--- src/rtl/core/fpa_pkg.sv ---
`timescale 1ns / 1ps
package fpa_pkg;

  localparam int DATA_W    = 32;
  localparam int FRAC_BITS = 8;
  localparam int NUM_W     = DATA_W + FRAC_BITS;
  localparam int PROD_W    = 2 * DATA_W;
  localparam int NUM_CELLS = NUM_W;

  localparam logic [3:0] OP_ADD  = 4'd0;
  localparam logic [3:0] OP_SUB  = 4'd1;
  localparam logic [3:0] OP_MUL  = 4'd2;
  localparam logic [3:0] OP_DIV  = 4'd3;
  localparam logic [3:0] OP_GT   = 4'd4;
  localparam logic [3:0] OP_GE   = 4'd5;
  localparam logic [3:0] OP_LT   = 4'd6;
  localparam logic [3:0] OP_LE   = 4'd7;
  localparam logic [3:0] OP_EQ   = 4'd8;
  localparam logic [3:0] OP_NE   = 4'd9;
  localparam logic [3:0] OP_MIN  = 4'd10;
  localparam logic [3:0] OP_MAX  = 4'd11;
  localparam logic [3:0] OP_INC  = 4'd12;
  localparam logic [3:0] OP_DEC  = 4'd13;
  localparam logic [3:0] OP_TOI  = 4'd14;
  localparam logic [3:0] OP_FROMI = 4'd15;

  localparam logic [1:0] ST_OK   = 2'd0;
  localparam logic [1:0] ST_OVF  = 2'd1;
  localparam logic [1:0] ST_DIV0 = 2'd2;

  localparam logic [DATA_W-1:0] MAX_POS = {1'b0, {(DATA_W-1){1'b1}}};
  localparam logic [DATA_W-1:0] MIN_NEG = {1'b1, {(DATA_W-1){1'b0}}};

  // one word as it travels down the divider chain
  typedef struct packed {
    logic              valid;
    logic              is_div;
    logic              neg;
    logic [DATA_W-1:0] res;
    logic              cmp;
    logic [1:0]        st;
    logic [NUM_W-1:0]  acc;
    logic [DATA_W-1:0] rem;
    logic [DATA_W-1:0] dvs;
  } fpa_cell_t;

endpackage

--- src/rtl/core/fpa_back.sv ---
`timescale 1ns / 1ps
module fpa_back (
  input  logic                      clk,
  input  logic                      rst_n,
  input  logic                      en,
  input  fpa_pkg::fpa_cell_t        d_i,
  output logic                      valid_o,
  output logic [fpa_pkg::DATA_W-1:0] res_o,
  output logic                      cmp_o,
  output logic [1:0]                st_o
);
  import fpa_pkg::*;

  logic [NUM_W:0]    q;
  logic              rnd;
  logic [DATA_W-1:0] res_nxt;
  logic [1:0]        st_nxt;
  logic              valid_r;
  logic [DATA_W-1:0] res_r;
  logic              cmp_r;
  logic [1:0]        st_r;

  // quotient rounding and saturation
  always_comb begin
    rnd     = ({d_i.rem, 1'b0} >= {1'b0, d_i.dvs});
    q       = {1'b0, d_i.acc} + (NUM_W+1)'(rnd);
    res_nxt = d_i.res;
    st_nxt  = d_i.st;
    if (d_i.is_div) begin
      if (d_i.neg && q > (NUM_W+1)'(MIN_NEG)) begin
        res_nxt = MIN_NEG;
        st_nxt  = ST_OVF;
      end else if (!d_i.neg && q > (NUM_W+1)'(MAX_POS)) begin
        res_nxt = MAX_POS;
        st_nxt  = ST_OVF;
      end else begin
        res_nxt = d_i.neg ? DATA_W'(-q) : q[DATA_W-1:0];
      end
    end
  end

  always_ff @(posedge clk) begin
    if (!rst_n) begin
      valid_r <= 1'b0;
    end else if (en) begin
      valid_r <= d_i.valid;
    end
  end

  always_ff @(posedge clk) begin
    if (en) begin
      res_r <= res_nxt;
      cmp_r <= d_i.cmp;
      st_r  <= st_nxt;
    end
  end

  assign valid_o = valid_r;
  assign res_o   = res_r;
  assign cmp_o   = cmp_r;
  assign st_o    = st_r;
endmodule

--- config.mk ---
export PLATFORM = sky130hd
export DESIGN_NAME = fpa_back
export DESIGN_NICKNAME = d
export VERILOG_FILES = /design/src/rtl/core/fpa_pkg.sv /design/src/rtl/core/fpa_back.sv
export SDC_FILE = /design/constraint.sdc
export NUM_CORES = 1
export LEC_CHECK = 0
export ABC_AREA = 1
export BUFFER_PORTS_ARGS = -buffer_cell sky130_fd_sc_hd__buf_2
export CAP_MARGIN = 20
export CELL_PAD_IN_SITES_DETAIL_PLACEMENT = 1
export CELL_PAD_IN_SITES_GLOBAL_PLACEMENT = 1
export CORE_ASPECT_RATIO = 1.75
export CORE_UTILIZATION = 34
export DETAILED_ROUTE_END_ITERATION = 8
export GPL_TIMING_DRIVEN = 0
export PLACE_DENSITY = 0.85
export SYNTH_ARGS = -nofsm -noshare
export SYNTH_HDL_FRONTEND = slang
export SYNTH_SLANG_ARGS = --single-unit
--- constraint.sdc ---
create_clock -name clk -period 4.3 [get_ports clk]
set_clock_uncertainty 0.05 [all_clocks]
set_input_delay 0.43 -clock clk [delete_from_list [all_inputs] [get_ports clk]]
set_output_delay 0.43 -clock clk [all_outputs]
set_load 0.01 [all_outputs]
==> results.yml <==
place:
  placedCellCount: 1255
  post_dp_cell_area_sq_um: 6285
  buffer_ports.inserted: 179
  dpl_ws_ps: -623.4
  gp_weighted_congestion: 0.9278
  detailedPlacementHpwl_mm: 16.72
grt:
  grt-ovfl-total: 0
  grt_antenna_before_repair: 1
  vias_in_the_first_global_route: 6652
  grt_start_max_net_pins: 38
  grt_util_all_layers: 0.2470
  global_route_wire_length_before_repair_mm: 29.84
power_and_ir_drop:
  p_leak_nw: 3.479
  vdd.ir_drop.worst_mv: 0.1265
  power.density_nw_per_um2: 185.8
logic_synthesis:
  ys.warnings.count: 0
  ys_types: 34
  yosys_most_used_dff: "sky130_fd_sc_hd__edfxtp_1"
  number_of_enable_type_register_cells_in_the_synthesized_netlist: 35
  seq_area_frac_synth: 0.2076
  synth.most_common_cell: "sky130_fd_sc_hd__nand2_1"
  postSynthCellCount: 893
  syn-mean-instance-area_sq_um: 5.778
  synth_top_cells_by_count: "362 x sky130_fd_sc_hd__nand2_1, 106 x sky130_fd_sc_hd__nor2_1, 105 x sky130_fd_sc_hd__inv_1, 92 x sky130_fd_sc_hd__nand3_1"
  synth_largest_type_area_fraction: 0.2633
  yosys_register_bits: 36
  postSynthNetCount: 1073
  synthDominantAreaCellType: "sky130_fd_sc_hd__nand2_1"
  synthesis.area_sq_um: 5160
  async_flop_share: 0
  synth_area_leaders: "sky130_fd_sc_hd__nand2_1 26%, sky130_fd_sc_hd__edfxtp_1 20%, sky130_fd_sc_hd__nand3_1 8.9%"
cells_and_area:
  layoutNonFillerInstCount: 1285
  postLayoutCellArea_sq_um: 6872
  num-nets-final: 1280
  n_fill_cell: 2112
  final_layout_size_suffix_gt1_frac: 0.2816
  area_growth_pct: 33.17
drt:
  m1WireLength_mm: 6.817
  wl_met2_mm: 11.26
  drt_wl_cell_microns: 15.52
  top_layer_used: "met4"
  met3_wirelength_microns: 686
  drc: 0
  drt-vias-per-instance: 5.136
  drtPass1Iterations: 5
  drt_iter0_drc: 166
  routed_wirelength_mm: 19.95
  drt.antenna.violating_nets: 0
  num_vias: 6600
run:
  cap_viol_max_count: 0
clock_tree:
  clock-root-buffer: "sky130_fd_sc_hd__clkbuf_16"
  cts_buffers: 5
  cts_max_path_buffers: 2
  worstSkewPairLatency_ps: 290
  clock-sinks: 36
  cts.htree.levels: 2
  cts_tree: "yes"
  clk_pin_slew_worst_paths_ps: 60
sta:
  relSlewSlack: 0.4713
  report.final.hold_viol_count: 0
  final_max_slew_viol_count: 0
  fin_ws_ps: 153.2
  setup_viol_count_final: 0
  rsz0062_at_grt: "true"
  tns_ps: 0
  post-route-period-util: 0.9644
  finalWorstPathRequiredPeriod_ps: 4147
  clock.fmax_ghz: 0.2412
  worst_pin_slew_ps: 793.1
die:
  fp.coreArea_sq_um: 14840
  io_pins: 181
  dieHeight_microns: 165.0
  floorplan.initialDensity: 0.3478
  fp-row-count: 59
  die_area_sq_um: 15690
  die-width_microns: 95.13
setup_path:
  cp-start-kind: "primary input"
  timing.critical_path.slowest_cell_delay_ps: 280
  crit_type: "in -> reg"
  timing.critical_path.fanout_max: 5
  critical_path.slowest_cell: "sky130_fd_sc_hd__ha_2"
  cp_data_arrival_time_ps: 4250
  path_buf_inv: 6
  end_kind: "flip-flop"
  critical-path-top-delay-family: "simple AND/OR/NAND/NOR gates"
  cpMostUsedCell: "sky130_fd_sc_hd__nand2_1"
  crit_required_ps: 4410
min_path:
  worstHoldPathType: "in -> reg"
status:
  outcome: "completed"
## logic make-up after synthesis
family          share of synthesized area
xor+xnor                         0.003395
compound gates                    0.05771
buf+inv                            0.1011
simple gates                       0.5453
fa+ha+maj                         0.08487
flops                              0.2076
## registers in the layout (all words and copies together) (netlist names)
| name | count |
|---|---|
| res_o | 32 |
| st_o | 2 |
| cmp_o | 1 |
| valid_o | 1 |
## routing by layer
layer	vias up	GRT usage
met1	3068	0.2122
met3	61	0.02256
met4	0	0.1736
met5	-	0
met2	196	0.5032
li1	3275	-
## cells in the final DEF (no fill, tap or decap), types with 16 or more instances in the layout
cell type,n
sky130_fd_sc_hd__nand2_1,352
sky130_fd_sc_hd__buf_2,180
sky130_fd_sc_hd__inv_1,103
sky130_fd_sc_hd__nor2_1,94
sky130_fd_sc_hd__nand3_1,83
sky130_fd_sc_hd__edfxtp_1,35
sky130_fd_sc_hd__ha_1,29
sky130_fd_sc_hd__nor2_2,21
sky130_fd_sc_hd__nand2_2,21
sky130_fd_sc_hd__nand4_1,19
sky130_fd_sc_hd__a21oi_1,18
sky130_fd_sc_hd__buf_4,18
sky130_fd_sc_hd__o21ai_0,16
## worst reg2reg max path, cell delays in order, from the launching register on
cell	delay [ps]
sky130_fd_sc_hd__dfxtp_1	310
sky130_fd_sc_hd__o21ai_0	170
sky130_fd_sc_hd__a21oi_1	60
## final cells by class
type                            instances  area (sq um)  area share
Inverter                              110         412.9     0.06009
Buffer                                 15         120.1     0.01748
Antenna cell                            1         2.502   0.0003642
Sequential cell                        36          1071      0.1559
Clock inverter                          2         10.01    0.001457
Timing Repair Buffer                  200          1067      0.1553
Clock buffer                            6         138.9     0.02021
Tap cell                              183         229.0     0.03332
Multi-Input combinational cell        732          3820      0.5559
## final timing paths
kind                           to  slack, ps            startpoint  cells after the start
min reg2reg  valid_o$_SDFFE_PN0P_        530  valid_o$_SDFFE_PN0P_                      2
max            res_o[1]$_DFFE_PP_        150               d_i[14]                     29
min               cmp_o$_DFFE_PP_        270              d_i[106]                      1
max reg2reg  valid_o$_SDFFE_PN0P_       3570  valid_o$_SDFFE_PN0P_                      2
## per-stage QoR
stage	hold WS [ps]	total power [W]	util
6_report	266.1	0.001277	0.4631
2_1_floorplan	473.5	0.0006904	-
3_3_place_gp	470.6	0.0008656	0.4236
4_1_cts	261.5	0.001255	0.4398
3_5_place_dp	516.3	0.0008821	0.4236
5_1_grt	267.0	0.001349	0.4631
## report_power, final
group	switching [W]	internal [W]
Clock	0.000136	0.000228
Sequential	0.00000673	0.000424
Combinational	0.000292	0.000190
## repair_timing
| item | CTS | global route |
|---|---|---|
| gates cloned | 0 | 2 |
| hold buffers | 0 | 0 |
| pin swaps | 8 | 25 |
| gates resized for setup | 12 | 49 |
| hold endpoints to repair | 0 | 0 |
| endpoints found under the setup margin | 34 | 34 |
| buffers inserted | 6 | 13 |
No activity file was read; power rests on OpenSTA's default activity.
