===== config.mk =====
export PLATFORM = sky130hd
export DESIGN_NAME = fpa_front
export DESIGN_NICKNAME = d
export VERILOG_FILES = /design/src/rtl/core/fpa_pkg.sv /design/src/rtl/core/fpa_front.sv
export SDC_FILE = /design/constraint.sdc
export NUM_CORES = 2
export LEC_CHECK = 0
export BUFFER_PORTS_ARGS = -buffer_cell sky130_fd_sc_hd__clkbuf_2
export CAP_MARGIN = 30
export CELL_PAD_IN_SITES_DETAIL_PLACEMENT = 2
export CELL_PAD_IN_SITES_GLOBAL_PLACEMENT = 2
export CORE_MARGIN = 4
export CORE_UTILIZATION = 42
export DETAILED_ROUTE_END_ITERATION = 10
export PLACE_DENSITY_LB_ADDON = 0.08
export SETUP_SLACK_MARGIN = 0.1
export SLEW_MARGIN = 20
export SYNTH_ARGS = -nofsm -noshare
export SYNTH_HDL_FRONTEND = slang
export SYNTH_SLANG_ARGS = --single-unit

===== constraint.sdc =====
create_clock -name clk -period 10.89 [get_ports clk]
set_input_delay 0.5445 -clock clk [delete_from_list [all_inputs] [get_ports clk]]
set_output_delay 0.5445 -clock clk [all_outputs]
set_load 0.05 [all_outputs]

===== src/rtl/core/fpa_pkg.sv =====
`timescale 1ns / 1ps
package fpa_pkg;

  localparam int DATA_W    = 32;
  localparam int FRAC_BITS = 8;
  localparam int NUM_W     = DATA_W + FRAC_BITS;
  localparam int PROD_W    = 2 * DATA_W;
  localparam int NUM_CELLS = NUM_W;

  localparam logic [3:0] OP_ADD  = 4'd0;
  localparam logic [3:0] OP_SUB  = 4'd1;
  localparam logic [3:0] OP_MUL  = 4'd2;
  localparam logic [3:0] OP_DIV  = 4'd3;
  localparam logic [3:0] OP_GT   = 4'd4;
  localparam logic [3:0] OP_GE   = 4'd5;
  localparam logic [3:0] OP_LT   = 4'd6;
  localparam logic [3:0] OP_LE   = 4'd7;
  localparam logic [3:0] OP_EQ   = 4'd8;
  localparam logic [3:0] OP_NE   = 4'd9;
  localparam logic [3:0] OP_MIN  = 4'd10;
  localparam logic [3:0] OP_MAX  = 4'd11;
  localparam logic [3:0] OP_INC  = 4'd12;
  localparam logic [3:0] OP_DEC  = 4'd13;
  localparam logic [3:0] OP_TOI  = 4'd14;
  localparam logic [3:0] OP_FROMI = 4'd15;

  localparam logic [1:0] ST_OK   = 2'd0;
  localparam logic [1:0] ST_OVF  = 2'd1;
  localparam logic [1:0] ST_DIV0 = 2'd2;

  localparam logic [DATA_W-1:0] MAX_POS = {1'b0, {(DATA_W-1){1'b1}}};
  localparam logic [DATA_W-1:0] MIN_NEG = {1'b1, {(DATA_W-1){1'b0}}};

  // one word as it travels down the divider chain
  typedef struct packed {
    logic              valid;
    logic              is_div;
    logic              neg;
    logic [DATA_W-1:0] res;
    logic              cmp;
    logic [1:0]        st;
    logic [NUM_W-1:0]  acc;
    logic [DATA_W-1:0] rem;
    logic [DATA_W-1:0] dvs;
  } fpa_cell_t;

endpackage


===== src/rtl/core/fpa_front.sv =====
`timescale 1ns / 1ps
module fpa_front (
  input  logic                      clk,
  input  logic                      rst_n,
  input  logic                      en,
  input  logic                      in_take,
  input  logic [3:0]                op_i,
  input  logic [fpa_pkg::DATA_W-1:0] a_i,
  input  logic [fpa_pkg::DATA_W-1:0] b_i,
  output fpa_pkg::fpa_cell_t        d_o
);
  import fpa_pkg::*;

  logic                     v1_r;
  logic [3:0]               op1_r;
  logic [DATA_W-1:0]        a1_r;
  logic [DATA_W-1:0]        b1_r;
  logic signed [PROD_W-1:0] prod1_r;

  logic [DATA_W:0]   sum;
  logic [PROD_W-1:0] pmag;
  logic [PROD_W-1:0] prnd;
  logic              slt;
  logic              seq;
  logic [FRAC_BITS:0] top_a;
  fpa_cell_t         cell_nxt;
  fpa_cell_t         cell_r;

  // first stage: capture the word and form the product
  always_ff @(posedge clk) begin
    if (!rst_n) begin
      v1_r <= 1'b0;
    end else if (en) begin
      v1_r <= in_take;
    end
  end

  always_ff @(posedge clk) begin
    if (en) begin
      op1_r   <= op_i;
      a1_r    <= a_i;
      b1_r    <= b_i;
      prod1_r <= $signed(a_i) * $signed(b_i);
    end
  end

  // second stage: every operation but division, and the divider setup
  always_comb begin
    slt   = $signed(a1_r) < $signed(b1_r);
    seq   = (a1_r == b1_r);
    top_a = a1_r[DATA_W-1:DATA_W-1-FRAC_BITS];
    pmag  = prod1_r[PROD_W-1] ? PROD_W'(-prod1_r) : PROD_W'(prod1_r);
    prnd  = (pmag + PROD_W'(1 << (FRAC_BITS-1))) >> FRAC_BITS;
    sum   = '0;

    cell_nxt        = '0;
    cell_nxt.valid  = v1_r;
    cell_nxt.st     = ST_OK;
    cell_nxt.neg    = a1_r[DATA_W-1] ^ b1_r[DATA_W-1];
    cell_nxt.acc    = {(a1_r[DATA_W-1] ? DATA_W'(-a1_r) : a1_r), {FRAC_BITS{1'b0}}};
    cell_nxt.dvs    = b1_r[DATA_W-1] ? DATA_W'(-b1_r) : b1_r;
    cell_nxt.rem    = '0;

    unique case (op1_r) inside
      OP_ADD, OP_SUB, OP_INC, OP_DEC: begin
        case (op1_r)
          OP_ADD:  sum = {a1_r[DATA_W-1], a1_r} + {b1_r[DATA_W-1], b1_r};
          OP_SUB:  sum = {a1_r[DATA_W-1], a1_r} - {b1_r[DATA_W-1], b1_r};
          OP_INC:  sum = {a1_r[DATA_W-1], a1_r} + (DATA_W+1)'(1);
          default: sum = {a1_r[DATA_W-1], a1_r} - (DATA_W+1)'(1);
        endcase
        if (sum[DATA_W] != sum[DATA_W-1]) begin
          cell_nxt.st  = ST_OVF;
          cell_nxt.res = sum[DATA_W] ? MIN_NEG : MAX_POS;
        end else begin
          cell_nxt.res = sum[DATA_W-1:0];
        end
      end
      OP_MUL: begin
        if (prod1_r[PROD_W-1] && prnd > PROD_W'(MIN_NEG)) begin
          cell_nxt.st  = ST_OVF;
          cell_nxt.res = MIN_NEG;
        end else if (!prod1_r[PROD_W-1] && prnd > PROD_W'(MAX_POS)) begin
          cell_nxt.st  = ST_OVF;
          cell_nxt.res = MAX_POS;
        end else begin
          cell_nxt.res = prod1_r[PROD_W-1] ? DATA_W'(-prnd) : prnd[DATA_W-1:0];
        end
      end
      OP_DIV: begin
        cell_nxt.is_div = (b1_r != '0);
        if (b1_r == '0) begin
          cell_nxt.st = ST_DIV0;
        end
      end
      OP_GT: cell_nxt.cmp = !slt && !seq;
      OP_GE: cell_nxt.cmp = !slt;
      OP_LT: cell_nxt.cmp = slt;
      OP_LE: cell_nxt.cmp = slt || seq;
      OP_EQ: cell_nxt.cmp = seq;
      OP_NE: cell_nxt.cmp = !seq;
      OP_MIN: cell_nxt.res = (!slt && !seq) ? b1_r : a1_r;
      OP_MAX: cell_nxt.res = slt ? b1_r : a1_r;
      OP_TOI: cell_nxt.res = DATA_W'($signed(a1_r) >>> FRAC_BITS);
      default: begin
        // from_int: saturate unless the top bits are all sign
        if (!(&top_a) && (|top_a)) begin
          cell_nxt.st  = ST_OVF;
          cell_nxt.res = a1_r[DATA_W-1] ? MIN_NEG : MAX_POS;
        end else begin
          cell_nxt.res = {a1_r[DATA_W-1-FRAC_BITS:0], {FRAC_BITS{1'b0}}};
        end
      end
    endcase
  end

  // valid cleared by reset, payload just follows the advance
  always_ff @(posedge clk) begin
    if (!rst_n) begin
      cell_r.valid <= 1'b0;
    end else if (en) begin
      cell_r <= cell_nxt;
    end
  end

  assign d_o = cell_r;
endmodule


==> results.ini <==
[global_route]
grt_pass1_vias=50400
track_usage=0.320
grt_antenna_before_repair=13
grt_pass1_wl_microns=328000
gr-total-overflow=0
grt_max_degree=67

[timing]
final.setup_skew_ps=25.1
setup_viol=0
final.setup.tns_ps=0
timing_hold_violations_final=0
slew_headroom=0.298
finalCritPeriodShare=0.859
rsz0062_at_grt=false
tightest_slew_ps=1050
slew_violations=0
fmax_mhz=107
period_minus_slack_ps=9360

[route]
firstDrtPassIters=5
drt-wirelength-per-cell_microns=28.7
viasPerCell=5.72
dr_total_vias=43500
first_iter_violations=2694
ant_nets=0
drc=0
wirelength_microns=218000

[die]
num_rows=132
coreArea_sq_mm=0.130
dieArea_sq_mm=0.137
dieHeight_microns=370
start_util=0.424
pin_count=214
die_w_microns=370

[outcome]
status=finished, final reports clean

[worst_setup_path]
reg2regPathDepth=14
crit_path_max_fanout=27
worstPathArrival_ps=9720
startpoint_type=input port
crit_path_end_kind=flip-flop
crit_buf_inv=7
critPathMostFrequentCell=fa_1
cp.required_ps=11260
cp_top_family=adder cells
slowest_delay_ps=650
cp.depth=29
cp_slowest_cell=or4b_2
critPathLaunch=a_i[5]
worst-setup-path-type=in -> reg
r2r-start=prod1_r[6]$_DFFE_PP_
r2r_setup_slack_ps=2740

[layout]
fin_nets=7241
final_layout_size_suffix_gt1_frac=0.0682
area_growth_pct=6.43
final_cells=7598

[logic_synthesis]
synth_top_family_by_area=adder cells
synth_compound_area_frac=0.0936
syn_inst=5840
synth_area_leader_cell=fa_1
synth_top_cell_area_share=0.395
synth_seq_cells=235
syn_area_sq_mm=0.0549
synth_edf_count=233
synth_flop_cell=edfxtp_1
yosys.area_share.xor_xnor=0.0461
synthMuxAreaShare=0.0133
yosys.cell_types.count=92
synth_simple_gate_area_frac=0.165
synthAdderAreaFrac=0.454
syn_area_per_cell_sq_um=9.40
synth_warnings=0
netlist_top_cells_area=fa_1 (40%), edfxtp_1 (13%), inv_1 (7.2%)
async_flop_share=0
yosysSeqAreaShare=0.128

[placement]
io_buffer_count=173
place_congestion=0.917
place_inst=7533
dp_hpwl_microns=180000

[clock_tree]
htree_levels=1
cts_root_buf=clkbuf_16
clk_latency_ps=620
cts_tree=built
cts_buffer_depth=3
cts_setup_buffers=0
hold_buffers=0
cts.sinks=235
cts_resized=0
cts_buffers=29
clkSlewWorstSetupHoldPaths_ps=60

[run]
maxCapViolCount=0

[worst_hold_path]
min_path_type=in -> reg
hp-start=op_i[3]
min_path_cells=1

[cell usage in the layout, fill, tap and decap left out, types with 98 or more instances in the layout]
cell type / count
ha_1: 257
xnor2_1: 207
edfxtp_1: 233
and2_1: 520
fa_1: 1084
a21oi_1: 146
buf_4: 98
inv_1: 1053
o21ai_0: 136
nor2_1: 155
nand2_1: 603
clkbuf_2: 173
[worst reg2reg max path: cells and delay by family (launching register included)]
family          cells  cell delay, ps
xor+xnor            1             250
simple gates       10            5380
compound gates      3            1720
flops               1             470
[worst paths after layout]
kind | endpoint
hold reg to reg | v1_r$_SDFFE_PN0P_
hold / removal | op1_r[3]$_DFFE_PP_
setup / recovery | prod1_r[57]$_DFFE_PP_
setup reg to reg | d_o[116]$_DFFE_PP_
[metal layers]
metal	routed length, microns	GRT usage	vias up
li1	-	-	18400
met1	83500	0.384	23400
met2	112000	0.577	1206
met3	8490	0.0238	466
met4	13900	0.167	4
met5	29	0	-
[cells by family after synthesis]
| kind of cell | Yosys count |
|---|---|
| flops | 235 |
| mux | 73 |
| buf+inv | 1416 |
| other cells | 1 |
| xor+xnor | 289 |
| compound gates | 756 |
| fa+ha+maj | 1341 |
| simple gates | 1729 |
[cell type report]
| type | count | area (sq um) |
|---|---|---|
| clock buffers | 35 | 758 |
| well taps | 1742 | 2180 |
| fillers | 14000 | 71200 |
| inverters | 1054 | 3960 |
| multi-input cells | 4228 | 42600 |
| diodes | 5 | 12.5 |
| clock inverters | 19 | 220 |
| flip-flops and latches | 235 | 7040 |
| repair buffers | 280 | 1740 |
[cell usage after synthesis (49+ instances only)]
master and instances:
o21a_1 56, ha_1 257, xnor2_1 207, nor3_1 51
nand3_1 83, and2_1 521, o21ai_0 136, xor2_1 82
edfxtp_1 233, fa_1 1084, nor2_1 155, nand2_1 604
nand4_1 49, a21oi_1 147, clkbuf_1 293, inv_1 1054
mux2i_1 72, a21o_1 77
[sequential cells by signal (all words and copies together) (netlist names)]
name,flops
d_o,102
op1_r,4
prod1_r,64
v1_r,1
b1_r,32
a1_r,32
[per-stage QoR]
| stage | area, sq um | hold WS [ps] | worst slack, ps | util |
|---|---|---|---|---|
| finish | 58500 | 114 | 1530 | 0.451 |
| CTS | 58300 | 95.6 | 1570 | 0.450 |
| floorplan | 55100 | 482 | 2190 | - |
| detailed placement | 57400 | 529 | 927 | 0.442 |
| global route | 58400 | 107 | 1150 | 0.451 |
| global placement | 57300 | 494 | 1080 | 0.442 |
Power is left out: the tool's default activity adds up to more than one toggle a clock period on the data nets, which glitch-free logic cannot reach.
