==> src/rtl/core/fpa_pkg.sv <==
`timescale 1ns / 1ps
package fpa_pkg;

  localparam int DATA_W    = 32;
  localparam int FRAC_BITS = 8;
  localparam int NUM_W     = DATA_W + FRAC_BITS;
  localparam int PROD_W    = 2 * DATA_W;
  localparam int NUM_CELLS = NUM_W;

  localparam logic [3:0] OP_ADD  = 4'd0;
  localparam logic [3:0] OP_SUB  = 4'd1;
  localparam logic [3:0] OP_MUL  = 4'd2;
  localparam logic [3:0] OP_DIV  = 4'd3;
  localparam logic [3:0] OP_GT   = 4'd4;
  localparam logic [3:0] OP_GE   = 4'd5;
  localparam logic [3:0] OP_LT   = 4'd6;
  localparam logic [3:0] OP_LE   = 4'd7;
  localparam logic [3:0] OP_EQ   = 4'd8;
  localparam logic [3:0] OP_NE   = 4'd9;
  localparam logic [3:0] OP_MIN  = 4'd10;
  localparam logic [3:0] OP_MAX  = 4'd11;
  localparam logic [3:0] OP_INC  = 4'd12;
  localparam logic [3:0] OP_DEC  = 4'd13;
  localparam logic [3:0] OP_TOI  = 4'd14;
  localparam logic [3:0] OP_FROMI = 4'd15;

  localparam logic [1:0] ST_OK   = 2'd0;
  localparam logic [1:0] ST_OVF  = 2'd1;
  localparam logic [1:0] ST_DIV0 = 2'd2;

  localparam logic [DATA_W-1:0] MAX_POS = {1'b0, {(DATA_W-1){1'b1}}};
  localparam logic [DATA_W-1:0] MIN_NEG = {1'b1, {(DATA_W-1){1'b0}}};

  // one word as it travels down the divider chain
  typedef struct packed {
    logic              valid;
    logic              is_div;
    logic              neg;
    logic [DATA_W-1:0] res;
    logic              cmp;
    logic [1:0]        st;
    logic [NUM_W-1:0]  acc;
    logic [DATA_W-1:0] rem;
    logic [DATA_W-1:0] dvs;
  } fpa_cell_t;

endpackage

==> src/rtl/core/fpa_div_cell.sv <==
`timescale 1ns / 1ps
module fpa_div_cell (
  input  logic               clk,
  input  logic               rst_n,
  input  logic               en,
  input  fpa_pkg::fpa_cell_t d_i,
  output fpa_pkg::fpa_cell_t d_o
);
  import fpa_pkg::*;

  logic [DATA_W:0]   trial;
  logic              qbit;
  fpa_cell_t         cell_nxt;
  fpa_cell_t         cell_r;

  // one restoring division step: bring in the next numerator bit
  always_comb begin
    trial    = {d_i.rem, d_i.acc[NUM_W-1]};
    qbit     = (trial >= {1'b0, d_i.dvs});
    cell_nxt = d_i;
    cell_nxt.rem = qbit ? DATA_W'(trial - {1'b0, d_i.dvs}) : trial[DATA_W-1:0];
    cell_nxt.acc = {d_i.acc[NUM_W-2:0], qbit};
  end

  // valid cleared by reset, payload just follows the advance
  always_ff @(posedge clk) begin
    if (!rst_n) begin
      cell_r.valid <= 1'b0;
    end else if (en) begin
      cell_r <= cell_nxt;
    end
  end

  assign d_o = cell_r;
endmodule

==> config.mk <==
export PLATFORM = sky130hd
export DESIGN_NAME = fpa_div_cell
export DESIGN_NICKNAME = d
export VERILOG_FILES = /design/src/rtl/core/fpa_pkg.sv /design/src/rtl/core/fpa_div_cell.sv
export SDC_FILE = /design/constraint.sdc
export NUM_CORES = 1
export LEC_CHECK = 0
export BUFFER_PORTS_ARGS = -buffer_cell sky130_fd_sc_hd__buf_2
export CAP_MARGIN = 20
export CORE_MARGIN = 2
export CORE_UTILIZATION = 40
export CTS_CLUSTER_DIAMETER = 40
export DETAILED_ROUTE_END_ITERATION = 16
export PLACE_DENSITY = 0.72
export SYNTH_ARGS = -nofsm -noshare
export SYNTH_HDL_FRONTEND = slang
export SYNTH_SLANG_ARGS = --single-unit
==> constraint.sdc <==
create_clock -name clk -period 4.4 [get_ports clk]
set_input_delay 0.88 -clock clk [delete_from_list [all_inputs] [get_ports clk]]
set_output_delay 0.88 -clock clk [all_outputs]
set_load 0.02 [all_outputs]
==> results, run 1 <==
- The flow ran to the end, and the final reports show no timing, DRC or antenna violations.
- The leading area contributor after synthesis is sky130_fd_sc_hd__edfxtp_1.
- The number of resized instances in the post-cts repair step is 0.
- The final total negative setup slack is 0 ns.
- The combinational group share of total power is 18.7%.
- The sequential cell area fraction in the yosys report is 65.6%.
- The count of TritonRoute iterations in the first routing pass is 6.
- The number of buffers created by CTS is 17.
- Across the routed clock network, the largest skew measured is 0 ns.
- The pin count of the biggest net entering global routing is 71.
- The fraction of power consumed by sequential logic is 44.6%.
- For this design the ratio of total power to cell area is 422 nW/um^2.
- The time the worst path needs with I/O delays and setup is 3.71 ns.
- The tree is rooted in a sky130_fd_sc_hd__clkbuf_16.
- The final route contains 4939 vias.
- The average instance in the mapped netlist occupies 13.3 um^2.
- The first global-routing pass estimated 27000 um of wire.
- The switching power is 1.06 mW.
- The worst hold slack is 0.549 ns.
- CTS built an H-tree with a depth of 4.
- Yosys instantiated no cell more often than sky130_fd_sc_hd__edfxtp_1.
- The final max-slew violation count is 0.
- By area, the combinational part of the netlist is dominated by compound AO/OA/AOI/OAI gates.
- Summing the areas of all and, or, nand and nor instances in the mapped netlist gives 7.18% of the synthesized area.
- The TritonCTS sink count is 142.
- The mean routed wirelength per cell is 17.3 um.
- Counting along the longest clock path gives a buffer depth of 2.
- Detailed placement ended at an HPWL of 13500 um.
- The cell area after synthesis is 6480 um^2.
- The critical path class is in2reg.
- The via count of the first global-routing pass is 4829.
- The launch point of the worst reg-to-reg path is d_o[141].
- The portion of synthesized cell area occupied by the leading cell type is 65.3%.
- Pin placement for this block handled 287 I/O pins.
- The number of antenna violations at the first check in global routing came to 4.
- The xor/xnor cell area share of the yosys netlist is 3.65%.
- After synthesis, the cell types taking the most area are sky130_fd_sc_hd__edfxtp_1 65%, sky130_fd_sc_hd__ha_1 6.2%, sky130_fd_sc_hd__a21oi_1 4.2%.
- At the worst endpoint, the required time is 4.57 ns.
- Setup slack closes at 0.689 ns.
- For the worst setup path, the data arrival time is 3.88 ns.
- The destination of the worst register-to-register timing path is d_o[141].
- Of the cells placed in the final design, the portion with a size suffix greater than 1 is 42.0%.
- The hold-fix buffer count after cts is 0.
- TritonCTS built the clock tree.
- The total of fill cells in the finished design is 1410.
- The number of flip-flops in the largest register is 142.
- The transition at the pin with the smallest max-transition slack is 0.970 ns.
- The congestion estimate from routability-driven global placement came to 0.813.
- The compound-gate portion of the synthesized area is 11.3%.
- The clock group share of total power is 36.7%.
- The commonest cells after synthesis are 141 x sky130_fd_sc_hd__edfxtp_1, 54 x sky130_fd_sc_hd__a21oi_1, 38 x sky130_fd_sc_hd__inv_1.
- After detailed routing, the number of remaining DRC violations is 0.
- Counting every net in the synthesized netlist gives 666.
- The routed design has 17500 um of wire.
- IR analysis of the VDD net gives a maximum drop of 0.000245 V.
- Setup violations remaining at the end of the flow were counted as 0.
- The number of nets at the end of the flow is 958.
- Port buffering added 286 buffers.
- The net switching share of the total power is 28.8%.
- The total internal power is 2.62 mW.
- Once the floorplan was initialized, standard cells occupied 40.8% of the core.
- The static power due to leakage is 3.81 nW.
- The number of rows created at floorplan is 46.
- After floorplanning, the core was sized to cover 15900 um^2.
- For this run, the number of Yosys warnings is 0.
- The multiplexer fraction of the synthesized cell area is 2.20%.
- The count of max-cap constraint violations is 0.
- The flip-flop cell with the highest count after synthesis is sky130_fd_sc_hd__edfxtp_1.
- The first routing iteration left 334 violations.
- Counting flops and latches in the post-synthesis netlist gives 142.
- Setup slack on the worst reg-to-reg path comes out at 3.78 ns.
- The die covers 17200 um^2.
- For this run, asynchronously set or reset flops after synthesis account for 0%.
- Relative to the synthesized area, the layout overhead comes to 34.3%.
- The critical-path maximum fanout is 4.
- The die height is 131 um.
- The total overflow left after global routing is 0.
- The number of synthesized flops with an enable pin is 141.
- Derived from the worst setup path, the maximum achievable clock frequency is 269 MHz.
- The number of cells traversed by the worst register-to-register path is 2.
- The sort of element at the end of the critical path is a flop.
- The average vias per placed instance is 4.88.
- The pre-CTS worst setup slack is 0.314 ns.
- The worst slew margin relative to its limit is 35.3%.
- The count of final hold-check violations came to 0.
- The post-synthesis adder-cell area fraction is 6.48%.
- The start point of the critical path is d_i[0].
- The count of nets left with antenna violations once routing finished came out at 0.
- The count of mapped cells out of synthesis is 488.
- The most critical setup path has its endpoint at d_o[62].
- In this run the worst hold path is classified as reg2reg.
- From left edge to right edge, the die measures 131 um.
- The startpoint type of the worst setup path is a primary input.
- Yosys mapped the design onto 48 distinct sky130hd cell types.
- In this run the post-CTS setup repair buffer count came out at 0.
- Setup repair after global routing left no endpoint under its margin.
- Global routing used 20.5% of the available tracks.
- After clock tree synthesis, the clock-pin slew on the worst setup and hold paths is 0.06 ns.
- The final worst-path cycle share is 84.3%.
- Clock latency on the worst-skew pair, taken at its later pin, is 0.42 ns.
## worst min-delay path by stage
stage / start / to / slack [ns] / depth (start not counted)
after floorplan: d_o[141] / d_o[141] / 0.59 / 2
after global placement: d_o[141] / d_o[141] / 0.50 / 2
after detailed placement: d_o[141] / d_o[141] / 0.54 / 2
after CTS: d_o[141] / d_o[141] / 0.55 / 2
after global routing: d_o[141] / d_o[141] / 0.58 / 2
final: d_o[141] / d_o[141] / 0.55 / 2
## critical path: stages
cell and delay (ns):
sky130_fd_sc_hd__buf_2 0.11, sky130_fd_sc_hd__ha_1 0.23, sky130_fd_sc_hd__fa_1 0.40, sky130_fd_sc_hd__nand2b_1 0.18, sky130_fd_sc_hd__a21oi_1 0.18, sky130_fd_sc_hd__o21ai_0 0.23
sky130_fd_sc_hd__o311a_1 0.40, sky130_fd_sc_hd__a31oi_1 0.27, sky130_fd_sc_hd__a21oi_1 0.20, sky130_fd_sc_hd__o41ai_1 0.37, sky130_fd_sc_hd__xor2_1 0.12, sky130_fd_sc_hd__mux2_1 0.30
## cells by family (layout without fill, tap and decap cells)
group	after synthesis	count (layout)
flip-flops	142	142
adder cells (fa/ha/maj)	33	33
buffers and inverters	55	360
AO/OA/AOI/OAI	118	118
multiplexers	13	13
AND/OR/NAND/NOR	100	100
other	0	3
XOR/XNOR	27	27
## power by group through the flow
stage | sequential, mW | combinational, mW | clock, mW
finish | 1.64 | 0.686 | 1.35
global route | 1.65 | 0.750 | 1.45
CTS | 1.64 | 0.691 | 1.38
detailed placement | 1.67 | 0.687 | 0
global placement | 1.67 | 0.680 | 0
floorplan | 1.81 | 0.303 | 0
## final cells by class
type / count / area [um^2] / share of cell area, %
diodes: 3 / 7.51 / 0.0862
clock buffers: 18 / 429 / 4.93
clock inverters: 14 / 124 / 1.42
inverters: 38 / 143 / 1.64
multi-input cells: 291 / 2000 / 23.0
flip-flops and latches: 142 / 4250 / 48.9
well taps: 216 / 270 / 3.10
repair buffers: 290 / 1470 / 16.9
## layer usage
layer / GRT usage, % / up-vias / wire length (um)
li1: - / 2410 / -
met1: 23.2 / 2266 / 6690
met2: 35.2 / 229 / 8860
met3: 6.94 / 32 / 1450
met4: 9.24 / 2 / 511
met5: 0 / - / 17
## placed cells by master, fill, tap and decap left out, types with 4 or more instances in the layout
master	netlist	routed
sky130_fd_sc_hd__a21o_1	12	12
sky130_fd_sc_hd__a21oi_1	54	54
sky130_fd_sc_hd__a31oi_1	5	5
sky130_fd_sc_hd__buf_2	8	286
sky130_fd_sc_hd__clkbuf_16	0	17
sky130_fd_sc_hd__clkinv_4	0	4
sky130_fd_sc_hd__edfxtp_1	141	141
sky130_fd_sc_hd__ha_1	32	32
sky130_fd_sc_hd__inv_1	38	38
sky130_fd_sc_hd__inv_6	0	5
sky130_fd_sc_hd__mux2_1	4	4
sky130_fd_sc_hd__mux2_2	6	6
sky130_fd_sc_hd__nand2_1	27	27
sky130_fd_sc_hd__nand2b_1	4	4
sky130_fd_sc_hd__nand3_1	8	8
sky130_fd_sc_hd__nand4_1	7	7
sky130_fd_sc_hd__nor2_1	36	36
sky130_fd_sc_hd__nor4_1	4	4
sky130_fd_sc_hd__o211ai_1	4	4
sky130_fd_sc_hd__o21a_1	6	6
sky130_fd_sc_hd__o21ai_0	16	16
sky130_fd_sc_hd__xnor2_1	16	16
sky130_fd_sc_hd__xor2_1	11	11
## metrics by stage
stage,total power [mW],util [%],instances,area (um^2)
2_1_floorplan,2.11,-,488,6480
3_3_place_gp,2.35,51.3,977,8140
3_5_place_dp,2.36,51.3,977,8140
4_1_cts,3.71,54.7,1009,8700
5_1_grt,3.84,54.8,1011,8700
6_report,3.68,54.8,1012,8700
Power figures use the tool's default switching activity.
==> run 2: changes to the inputs <==
Settings changed: ABC_AREA set to 1, PLACE_DENSITY 0.72 to 0.68.
Clock period 4.4 ns to 3.5 ns, I/O delays scaled along.
==> run 2 against run 1 <==
  * Sequential power up 26%
  * Non-clock buffer count down 2
  * Area after synthesis up 14%
  * Final area up 10%
  * Sequential cell count unchanged
  * Core utilization down 1.5 points
  * Critical path depth up 2
  * Critical endpoint is now d_o[57]
  * Highest routed layer unchanged
==> results, run 2 <==
- The smallest setup slack after layout is 0.972 ns (+0.283 ns).
- The post-synthesis net count is 975 (+46%).
- The critical path class is in2reg.
- By count the netlist is led by 298 x sky130_fd_sc_hd__nand2_1, 152 x sky130_fd_sc_hd__inv_1, 141 x sky130_fd_sc_hd__edfxtp_1.
- The number of flip-flops in the largest register is 142 (unchanged).
- The number of antenna violations at the first check in global routing is 4 (unchanged).
- The largest individual stage delay along the critical path comes from the cell sky130_fd_sc_hd__ha_1.
- The hold-fix buffer count after cts is 0 (unchanged).
- The number of resized instances in the post-cts repair step is 0 (unchanged).
- The total wirelength of the detailed-routed design was 20800 um (+19%).
- The pre-CTS worst setup slack came to 0.562 ns (+0.248 ns).
- The maximum count of clock buffers along a single path is 2 (unchanged).
- CTS placed an instance of sky130_fd_sc_hd__clkbuf_16 at the clock tree root.
- The DRC violation total after the first TritonRoute iteration was 392 (+17%).
- The arrival time of data at the critical path endpoint is 2.71 ns (-1.17 ns).
- The maximum clock skew at final layout is 0 ns (unchanged).
- The run finished with clean final reports.
- The worst slew margin relative to its limit is 61.6% (+26 points).
- The number of unique standard cell types used by synthesis is 28 (-42%).
- Setup repair after global routing left no endpoint under its margin.
- The met2 demand-to-capacity share in global routing is 35.8% (+0.61 points).
- The static power due to leakage was 4.87 nW (+28%).
- The time the worst path needs with I/O delays and setup is 2.53 ns.
- The worst stage delay on the critical path is 0.35 ns (-0.05 ns).
- The average vias per placed instance is 4.60 (-5.8%).
- The flip-flop cell with the highest count after synthesis is sky130_fd_sc_hd__edfxtp_1.
- The instance count along the most critical hold path is 1 (-1).
- met2 is the most crowded layer.
- The I/O pin count is 287 (unchanged).
- The standard cell core area is 18000 um^2 (+13%).
- The CTS clock-pin slew for the worst setup and hold paths is 0.06 ns (about the same).
- The number of cells traversed by the worst register-to-register path is 2 (unchanged).
- The synthesized area per cell is 9.27 um^2 (-30%).
- The cell occurring most often along the worst timing path is sky130_fd_sc_hd__nand2_1.
- The count of TritonRoute iterations in the first routing pass came to 7 (+1).
- The share of synthesized flip-flops with an asynchronous set or reset was 0% (unchanged).
- The placed wire-length estimate is 16600 um (+23%).
- The number of buffers created by CTS came to 17 (unchanged).
- TritonCTS built the clock tree.
- The pin count of the biggest net entering global routing was 98 (+38%).
- The first-pass GRT wire length came to 31800 um (+18%).
- The number of buffers inserted by port buffering is 286 (unchanged).
- The number of DRC violations after detailed routing came to 0 (unchanged).
- The final antenna-violating net count came to 0 (unchanged).
- The critical path goes through buf_2 > inv_1 > ha_1 > nand2_1 > nor2_1 > nand2_1 > nor2_2 > nand2_1 > nand3_1 > nor2_2 > nand2_8 > inv_4 > nand2_1 > nand2_1.
- The die height is 140 um (+6.5%).
- The count of max-cap constraint violations is 0 (unchanged).
- The met1 track utilization from global routing was 25.4% (+2.1 points).
- The number of flip-flops and latches in the synthesized netlist is 142 (unchanged).
- The H-tree level count is 4 (unchanged).
- The total power consumption of the routed design was 4.70 mW (+28%).
- The total of endpoints with negative setup slack in the final report came to 0 (unchanged).
- The count of mapped cells out of synthesis was 797 (+63%).
- The peak supply drop is 0.000341 V (+39%).
- Based on the critical path, the design can be clocked at up to 396 MHz.
- The source-to-sink clock delay at the later pin of the worst-skew pair is 0.42 ns (about the same).
- The areal power density over the cells is 489 nW/um^2 (+16%).
- The required arrival time at the worst endpoint is 3.68 ns (-0.89 ns).
- The dominant cell by count in the synthesized netlist is sky130_fd_sc_hd__nand2_1.
- The total number of vias is 6159 (+25%).
- The transition at the pin with the smallest max-transition slack was 0.576 ns (-0.394 ns).
- The number of warnings printed during yosys synthesis is 0 (unchanged).
- The global route total overflow came to 0 (unchanged).
- The startpoint type of the worst setup path is a primary input.
- The sort of element at the end of the critical path is a flop.
- The overall global routing resource usage is 21.2% (+0.65 points).
- The tightest min-delay check is of the in2reg type.
- The number of synthesized flops with an enable pin is 141 (unchanged).
- The portion of synthesized cell area occupied by the leading cell type is 57.3% (-8.0 points).
- The die area is 19600 um^2 (+13%).
- The sequential cell area fraction in the yosys report was 57.6% (-8.0 points).
- The TritonCTS sink count is 142 (unchanged).
- Leaving out fill and tap cells, the most frequent cells in the layout are 298 x sky130_fd_sc_hd__nand2_1, 286 x sky130_fd_sc_hd__buf_2, 151 x sky130_fd_sc_hd__inv_1.
- The layout cell share with drive strength beyond 1 is 31.3% (-11 points).
- The final worst-path cycle share is 72.2%.
- The routability congestion estimate is 0.924 (+14%).
- Yosys attributes the largest share of cell area to sky130_fd_sc_hd__edfxtp_1 57%, sky130_fd_sc_hd__nand2_1 15%, sky130_fd_sc_hd__inv_1 7.7%.
- Compared with the post-synthesis result, the final layout area differs by 30.2%.
- The number of rows created at floorplan is 49 (+6.5%).
- The global-route track usage on met3 is 5.44% (-1.5 points).
- The final max-slew violation count came to 0 (unchanged).
- The via count of the first global-routing pass came to 6000 (+24%).
- The buffer count from post-CTS setup fixing is 0 (unchanged).
- The final total negative setup slack came to 0 ns (unchanged).
- The synthesized design spends more area on one cell type than any other, namely sky130_fd_sc_hd__edfxtp_1.
- The critical-path maximum fanout is 36 (+32).
- The cell area after synthesis is 7390 um^2 (+14%).
- The most common cell after layout, fill and taps aside is sky130_fd_sc_hd__nand2_1.
- The horizontal die dimension is 140 um (+6.5%).
- The initial core utilization came to 41.0% (+0.16 points).
- The mean routed wirelength per cell came to 15.5 um (-10%).
- The count of final hold-check violations came to 0 (unchanged).
- The number of nets at the end of the flow came to 1275 (+33%).
run 2: cell types whose count changed in the layout (fill, tap and decap cells not counted), moves of 7 or more:
cell / before / now
sky130_fd_sc_hd__a21o_1: 12 / 0
sky130_fd_sc_hd__a21oi_1: 54 / 22
sky130_fd_sc_hd__and2_1: 1 / 8
sky130_fd_sc_hd__inv_1: 38 / 151
sky130_fd_sc_hd__nand2_1: 27 / 298
sky130_fd_sc_hd__nand2_2: 0 / 11
sky130_fd_sc_hd__nand3_1: 8 / 37
sky130_fd_sc_hd__nand3b_1: 1 / 10
sky130_fd_sc_hd__o21ai_0: 16 / 3
sky130_fd_sc_hd__xnor2_1: 16 / 1
run 2: logic make-up (layout without fill, tap and decap cells):
logic type               after synthesis  in the layout  synth area share [%]
flip-flops                           142            142                  57.6
XOR/XNOR                              14             14                  1.66
adder cells (fa/ha/maj)               33             33                  5.69
buffers and inverters                161            473                  8.84
AND/OR/NAND/NOR                      420            420                  24.3
other                                  0              1                     0
AO/OA/AOI/OAI                         27             27                  1.90
run 2: path summary, 6_finish.rpt:
| kind | startpoint | end | slack (ns) |
|---|---|---|---|
| worst max register to register | d_o[141] | d_o[141] | 2.88 |
| worst max-delay path | d_i[14] | d_o[57] | 0.97 |
| worst min-delay path | d_i[99] | d_o[100] | 0.44 |
| worst min register to register | d_o[141] | d_o[141] | 0.54 |
run 2: per-layer routing:
layer  vias to the layer above  wire length, um
met5                         -               38
met4                         6              793
met3                        51             1370
met2                       238             9970
met1                      2740             8600
li1                       3124                -
run 2: where the power goes:
part           total, mW  leakage (nW)  internal, mW  switching, mW
clock network       1.70         0.258         0.927          0.771
logic              0.944          3.28         0.316          0.628
registers           2.06          1.33          2.03         0.0301
total               4.70          4.87          3.27           1.43
run 2: critical path, delay by kind of cell:
family | cells | cell delay, ns
adders and majority gates | 1 | 0.35
and+or+nand+nor | 10 | 1.29
buffers and inverters | 3 | 0.33
run 2: cell type report:
type	count	area, um^2
Fill cell	1680	8410
Antenna cell	1	2.50
Sequential cell	142	4250
Multi-Input combinational cell	494	2480
Timing Repair Buffer	288	1460
Clock inverter	14	123
Tap cell	229	287
Clock buffer	17	425
Inverter	154	584
run 2: stage by stage:
stage	cell area (um^2)	instances	hold WS [ns]	utilization [%]
2_1_floorplan	7390	797	0.606	-
3_3_place_gp	9060	1307	0.527	50.3
3_5_place_dp	9060	1307	0.525	50.3
4_1_cts	9610	1338	0.434	53.3
5_1_grt	9610	1339	0.432	53.3
6_report	9610	1339	0.443	53.3
==> run 3: changes to the inputs <==
Settings changed: PLACE_DENSITY 0.68 to 0.7.
Clock period 3.5 ns to 2.1 ns, I/O delays scaled along.
==> run 3 against run 2 <==
  * Total power grew 77%
  * Worst setup slack got worse by 0.83 ns
  * First-iteration DRC count fell by 9.4%
  * Clock power grew 76%
  * Combinational power up 100%
  * Via count increased by 8.8%
  * Clock skew is the same
  * Non-clock buffer count rose by 129
  * Clock-buffer cell count grew 1
  * Global-route usage is 1.7 points higher
  * Register-to-register slack worse by 1.5 ns
==> results, run 3 (synthesis results as in run 2) <==
- The worst min-delay path class is in2reg.
- The source-to-sink clock delay at the later pin of the worst-skew pair is 0.42 ns (about the same).
- The kind of cell with the highest combined delay along the critical path is buffers and inverters.
- The flow ran to the end, and the final reports show no timing, DRC or antenna violations.
- The count of max-cap constraint violations is 0 (unchanged).
- The static power due to leakage is 5.53 nW (+14%).
- The horizontal die dimension was 140 um (unchanged).
- The arrival time of data at the critical path endpoint came to 2.13 ns (-0.58 ns).
- The number of buffers inserted by port buffering was 286 (unchanged).
- The critical-path maximum fanout is 4 (-89%).
- The worst stage delay on the critical path is 0.33 ns (-0.02 ns).
- The total of endpoints with negative setup slack in the final report is 0 (unchanged).
- The transition at the pin with the smallest max-transition slack was 0.460 ns (-0.117 ns).
- The startpoint type of the worst setup path is a primary input.
- The maximum clock skew at final layout is 0 ns (unchanged).
- The total wirelength of the detailed-routed design was 22700 um (+9.3%).
- The hold-fix buffer count after cts is 0 (unchanged).
- The areal power density over the cells is 780 nW/um^2 (+59%).
- The DRC violation total after the first TritonRoute iteration is 355 (-9.4%).
- The placed wire-length estimate is 18100 um (+8.7%).
- The via count of the first global-routing pass is 6559 (+9.3%).
- After layout, the minimum clock period comes to 1.96 ns.
- The total number of vias is 6704 (+8.8%).
- The peak supply drop is 0.000541 V (+58%).
- The final design utilization was 59.3% (+5.9 points).
- The number of buffers created by CTS is 17 (unchanged).
- The final antenna-violating net count came to 0 (unchanged).
- The I/O pin count is 287 (unchanged).
- The pin count of the biggest net entering global routing is 42 (-57%).
- The worst slew margin relative to its limit was 69.3% (+7.7 points).
- The H-tree level count was 4 (unchanged).
- The routability congestion estimate is 0.955 (+3.4%).
- The cell at the root of the clock tree is sky130_fd_sc_hd__clkbuf_16.
- The die height is 140 um (unchanged).
- The count of TritonRoute iterations in the first routing pass is 4 (-3).
- The final design area excluding fillers is 10700 um^2 (+11%).
- The global route total overflow is 0 (unchanged).
- The CTS clock-pin slew for the worst setup and hold paths is 0.07 ns (about the same).
- The required arrival time at the worst endpoint is 2.28 ns (-1.40 ns).
- The TritonCTS sink count came to 142 (unchanged).
- The most common cell after layout, fill and taps aside is sky130_fd_sc_hd__nand2_1.
- The number of nets at the end of the flow is 1404 (+10%).
- After layout, the worst path uses 93.2% of the clock period.
- The average vias per placed instance is 4.57 (-0.72%).
- The clock tree from TritonCTS is yes.
- The initial core utilization came to 41.0% (unchanged).
- The first-pass GRT wire length is 34200 um (+7.7%).
- The worst-path cell with the longest stage delay is sky130_fd_sc_hd__ha_1.
- The number of antenna violations at the first check in global routing is 0 (-4).
- The count of final hold-check violations is 0 (unchanged).
- The number of flip-flops in the largest register came to 142 (unchanged).
- The highest attainable clock frequency is 511 MHz.
- The die area is 19600 um^2 (unchanged).
- In the layout the commonest cells are 294 x sky130_fd_sc_hd__nand2_1, 286 x sky130_fd_sc_hd__buf_2, 151 x sky130_fd_sc_hd__inv_1.
- The critical path class is in2reg.
- The worst hold slack was 0.174 ns (-0.269 ns).
- The final max-slew violation count is 0 (unchanged).
- The number of rows created at floorplan was 49 (unchanged).
- The sort of element at the end of the critical path is a flop.
- The overall global routing resource usage came to 22.8% (+1.7 points).
- From synthesis to final layout, the design area changed by 44.6%.
- The standard cell core area is 18000 um^2 (unchanged).
- The layout cell share with drive strength beyond 1 is 39.1% (+7.9 points).
- The total inserted antenna cells is 0 (-1).
- The cell occurring most often along the worst timing path is sky130_fd_sc_hd__buf_4.
- The mean routed wirelength per cell is 15.5 um (-0.30%).
- The number of DRC violations after detailed routing is 0 (unchanged).
- The placed instance area was 10100 um^2 (+11%).
- The maximum count of clock buffers along a single path came to 2 (unchanged).
- The total power consumption of the routed design is 8.33 mW (+77%).
- The total buffers and inverters traversed by the critical path is 6 (+3).
- Walking the worst path, the cells encountered are buf_2 > inv_1 > ha_1 > buf_4 > nand2_1 > buf_4 > nor2_1 > inv_1 > nor2_1 > buf_4 > a21oi_1 > nand3b_1 > nand3_1 > nand2_1.
## run 3: cell types whose count changed in the layout (fill, tap and decap cells not counted), sizes merged
cell and delta:
bufinv +1, clkinv -1, clkbuf +1, diode -1
buf +129
## run 3: cell type report
| cell class | count | area [um^2] |
|---|---|---|
| clock buffer | 18 | 429 |
| clock inverter | 14 | 144 |
| fill | 1596 | 7340 |
| inverter | 154 | 587 |
| multi-input combinational | 494 | 2520 |
| sequential | 142 | 4250 |
| tap | 229 | 287 |
| timing repair buffer | 417 | 2460 |
## run 3: worst paths after layout
| kind | from | to | slack (ns) | depth (start not counted) |
|---|---|---|---|---|
| worst max-delay path | d_i[26] | d_o[59] | 0.14 | 14 |
| worst min-delay path | d_i[85] | d_o[86] | 0.17 | 1 |
| worst max register to register | d_o[141] | d_o[141] | 1.41 | 2 |
| worst min register to register | d_o[141] | d_o[141] | 0.60 | 2 |
## run 3: where the power goes
group          switching, mW  internal (mW)
Sequential            0.0514           3.38
Clock                   1.31           1.67
Combinational           1.14          0.774
Total                   2.50           5.83
## run 3: per-layer routing
metal / routed length [um] / GRT usage, %
met5: 0 / 0
met4: 768 / 9.58
met3: 1520 / 4.68
met2: 11200 / 40.1
met1: 9190 / 27.3
## run 3: timing repair
action,4_1_cts,5_1_grt
endpoints found under the setup margin,0,27
buffers inserted,0,0
resized for setup,0,10
## run 3: metrics by stage
| stage | setup slack [ns] | setup TNS, ns | instances |
|---|---|---|---|
| after floorplan | -0.829 | -116.90 | 797 |
| after global placement | -0.354 | -7.76 | 1436 |
| after detailed placement | -0.352 | -8.48 | 1436 |
| after CTS | 0.0882 | 0 | 1468 |
| after global routing | -0.0108 | -0.0108 | 1468 |
| final | 0.144 | 0 | 1468 |
